===== src/hdl/zssb_ram.sv =====
// Generic single-write, single-read RAM with registered read data.
module zssb_ram #(
    parameter int WIDTH = 8,
    parameter int DEPTH = 256
) (
    input  logic                     clk,
    input  logic                     we,
    input  logic [$clog2(DEPTH)-1:0] waddr,
    input  logic [WIDTH-1:0]         wdata,
    input  logic [$clog2(DEPTH)-1:0] raddr,
    output logic [WIDTH-1:0]         rdata
);

    logic [WIDTH-1:0] mem [DEPTH];

    always_ff @(posedge clk)
    begin
        if (we)
        begin
            mem[waddr] <= wdata;
        end
        rdata <= mem[raddr];
    end

endmodule


===== config.mk =====
export PLATFORM = sky130hd
export DESIGN_NAME = zssb_ram
export DESIGN_NICKNAME = d
export VERILOG_FILES = /design/src/hdl/zssb_ram.sv
export SDC_FILE = /design/constraint.sdc
export NUM_CORES = 2
export LEC_CHECK = 0
export ABC_AREA = 1
export BUFFER_PORTS_ARGS = -buffer_cell sky130_fd_sc_hd__clkbuf_2
export CAP_MARGIN = 20
export CORE_AREA = 3 3 493 495
export CTS_CLUSTER_SIZE = 8
export DETAILED_ROUTE_END_ITERATION = 10
export DIE_AREA = 0 0 496 498
export GPL_TIMING_DRIVEN = 0
export PLACE_DENSITY = 0.57
export REMOVE_ABC_BUFFERS = 1
export SYNTH_ARGS = -nofsm -noshare
export SYNTH_HDL_FRONTEND = slang
export SYNTH_SLANG_ARGS = --single-unit

===== constraint.sdc =====
create_clock -name clk -period 2.1 [get_ports clk]
set_clock_uncertainty 0.1 [all_clocks]
set_input_delay 0 -clock clk [delete_from_list [all_inputs] [get_ports clk]]
set_output_delay 0 -clock clk [all_outputs]
set_load 0.05 [all_outputs]

==> out/results.txt <==
Die X-Extent: 496 um
gr ovfl total: 0
Final Hold Viols: 1
post-DP HPWL: 125 mm
Mean Syn Cell Area: 11.9 um^2
# DRC: 0
pin count of the biggest net entering global routing: 129
DIE AREA: 247,000 um^2
sequential cell area: 61,700 um^2
Max Clk Rate: 441 MHz
Area Growth Syn to Fin: 17.0%
Via density: 5.41
Worst setup SP type: input pin
total track usage: 19.9%
Max stage delay cell, worst path: nor2_1
io pins: 34
Tightest Hold Check Type: input pin to flip-flop
top cell type by total area after synthesis: edfxtp_1
Post-DP Area: 86,900 um^2
Placer Congestion: 0.838
Final period util: 108%
final wirelength: 255 mm
TritonCTS clock tree: done
run status: finished with violations
crit end category: flip-flop
antenna viol nets, final: 0
TritonCTS Sinks: 2,056
Yosys reg bits: 2,056
Unique masters post-synth: 14
minimum clock period: 2.27 ns
final setup fails: 154
Reg clk slew, reported paths: 0.05 ns
synth warn: 0
chip height: 498 um
FILL cells: 21,900
LEAKAGE: 33.7 nW
CTS Buf Count: 306
routed len/inst: 24.9 um
multi-input logic area: 19,700 um^2
first-pass GRT wire length: 366 mm
clock tree buffer depth: 4
initial antenna violation count: 14
I/O Buffers: 33
number of max-cap violations: 0
RSZ-0062 raised after global routing: yes
critical path's largest stage delay: 0.89 ns
worst rel slew slack: 30.2%
failing checks: hold timing, setup timing
layout cells sized above 1: 8.94%
register area share after synthesis: 73.9%
CP Data Required Time: 2.53 ns
total number of H-tree levels: 5
Core Rows: 179
Post-Syn Area: 83,400 um^2
Peak VDD IR: 0.810 mV
First-pass DRT Iterations: 6
crit-path max FO: 12
Worst Setup Path Type: input pin to flip-flop
# nets final: 7,056
Starting Density: 35.0%
Clk Latency, worst-skew pair: 0.93 ns
Hold WS: -0.0000410 ns
max-slew violations: 0
Crit path top cell by count: nor2_1
critical path arrival: 2.70 ns
final worst slack: -0.166 ns
Synth area leaders: edfxtp_1, nand3_1, nand2_1
Syn Inst Count: 7,003
crit-path cells: clkbuf_2 > dlygate4sd3_1 > inv_1 > nor2_1 > inv_1 > nor2_1 > nand2_2 > nor2_1
placed cell count: 9,782
number of DRC markers in iteration 0: 6,374
CORE AREA: 238,000 um^2
Root Buffer Master: clkbuf_16
Pwr Density: 963 nW/um^2
vias in the first global route: 52,400
Finished Layout Cells: 10,200
design area: 97,500 um^2
Vias: 55,400
Tightest Pin Transition: 1.04 ns
Yosys top cell area share: 73.7%
==> through the flow <==
| stage | hold WS (ns) | worst slack (ns) | util [%] | total power (W) | TNS [ns] |
|---|---|---|---|---|---|
| 2_1_floorplan | -0.00113 | -3.65 | - | 0.0486 | -29.14 |
| 3_3_place_gp | 0.369 | -67.40 | 35.7 | 0.0525 | -9323.68 |
| 3_5_place_dp | 0.263 | -3.53 | 36.5 | 0.0513 | -1160.47 |
| 4_1_cts | -0.611 | -0.00229 | 40.7 | 0.0943 | -0.00247 |
| 5_1_grt | 0.00424 | -0.141 | 40.9 | 0.0964 | -8.92 |
| 6_report | -0.0000410 | -0.166 | 40.9 | 0.0940 | -10.47 |
==> state kept, by name, summed over array words and instances (netlist names) <==
| signal | count |
|---|---|
| mem | 2048 |
| rdata | 8 |
==> routing by layer <==
| layer | routed length [um] | vias to the layer above | track usage (%) |
|---|---|---|---|
| met5 | 27 | - | 0 |
| met4 | 10600 | 4 | 8.93 |
| li1 | - | 24800 | - |
| met1 | 103000 | 27400 | 26.8 |
| met3 | 20600 | 495 | 3.80 |
| met2 | 121000 | 2630 | 31.4 |
==> final cells by class <==
type,count,share of cell area [%]
multi-input cells,4425,20.2
inverters,39,0.212
clock buffers,338,8.17
repair inverters,3,0.0269
well taps,3167,4.06
diodes,9,0.0231
flip-flops and latches,2056,63.2
repair buffers,199,4.13
clock inverters,1,0.00898
==> cell usage in the layout (no fill, tap or decap) <==
| master | netlist | layout |
|---|---|---|
| buf_12 | 0 | 19 |
| buf_16 | 0 | 69 |
| buf_4 | 46 | 15 |
| buf_8 | 1 | 1 |
| bufbuf_16 | 0 | 26 |
| clkbuf_1 | 112 | 23 |
| clkbuf_16 | 0 | 325 |
| clkbuf_2 | 0 | 20 |
| clkbuf_4 | 0 | 1 |
| clkbuf_8 | 0 | 9 |
| clkinv_8 | 0 | 1 |
| dfxtp_1 | 8 | 8 |
| diode_2 | 0 | 9 |
| dlygate4sd3_1 | 0 | 29 |
| edfxtp_1 | 2048 | 2048 |
| inv_1 | 36 | 34 |
| inv_12 | 0 | 1 |
| inv_16 | 0 | 2 |
| inv_4 | 1 | 1 |
| inv_6 | 0 | 4 |
| nand2_1 | 2123 | 2097 |
| nand2_2 | 0 | 19 |
| nand2_4 | 0 | 7 |
| nand3_1 | 2019 | 1968 |
| nand3_2 | 0 | 49 |
| nand3_4 | 0 | 2 |
| nor2_1 | 283 | 223 |
| nor2_2 | 0 | 60 |
==> critical path: cells and delay by family <==
family                 cells  cell delay (ns)
and+or+nand+nor            4             1.78
buffers and inverters      4             0.87
==> synthesized netlist by cell type <==
library cell	n
buf_1	40
edfxtp_1	2048
buf_2	268
buf_4	46
nand3_1	2019
buf_8	1
nor2_1	283
clkbuf_1	112
inv_2	2
buf_6	16
nand2_1	2123
inv_4	1
dfxtp_1	8
inv_1	36
==> power by group <==
part	internal, W	switching [W]
clock network	0.0262	0.0162
registers	0.0453	0.0000556
logic	0.00168	0.00444
==> timing repair <==
action                     4_1_cts  5_1_grt
setup endpoints to repair       15      467
pin swaps                        6        4
gates resized for setup         59      100
hold buffers                    26        4
gates cloned                    46        8
buffers inserted                15        9
hold endpoints to repair      1902       10
==> cell families (layout without fill, tap and decap cells) <==
family	Yosys count	in the layout	share of synthesized area, %
other	0	9	0
buffers and inverters	522	580	3.12
and+or+nand+nor	4425	4425	22.9
DFF	2056	2056	73.9
==> path summary, 6_finish.rpt <==
check / start / endpoint / slack (ns) / depth (start not counted)
worst min-delay path: raddr[4] / rdata[7] / -0.00004 / 7
worst max register to register: mem[191][2] / rdata[2] / 0.14 / 10
worst max-delay path: waddr[3] / mem[8][0] / -0.17 / 8
worst min register to register: mem[243][7] / rdata[7] / 0.88 / 10
Note: power is estimated with default switching activity, not from simulation.
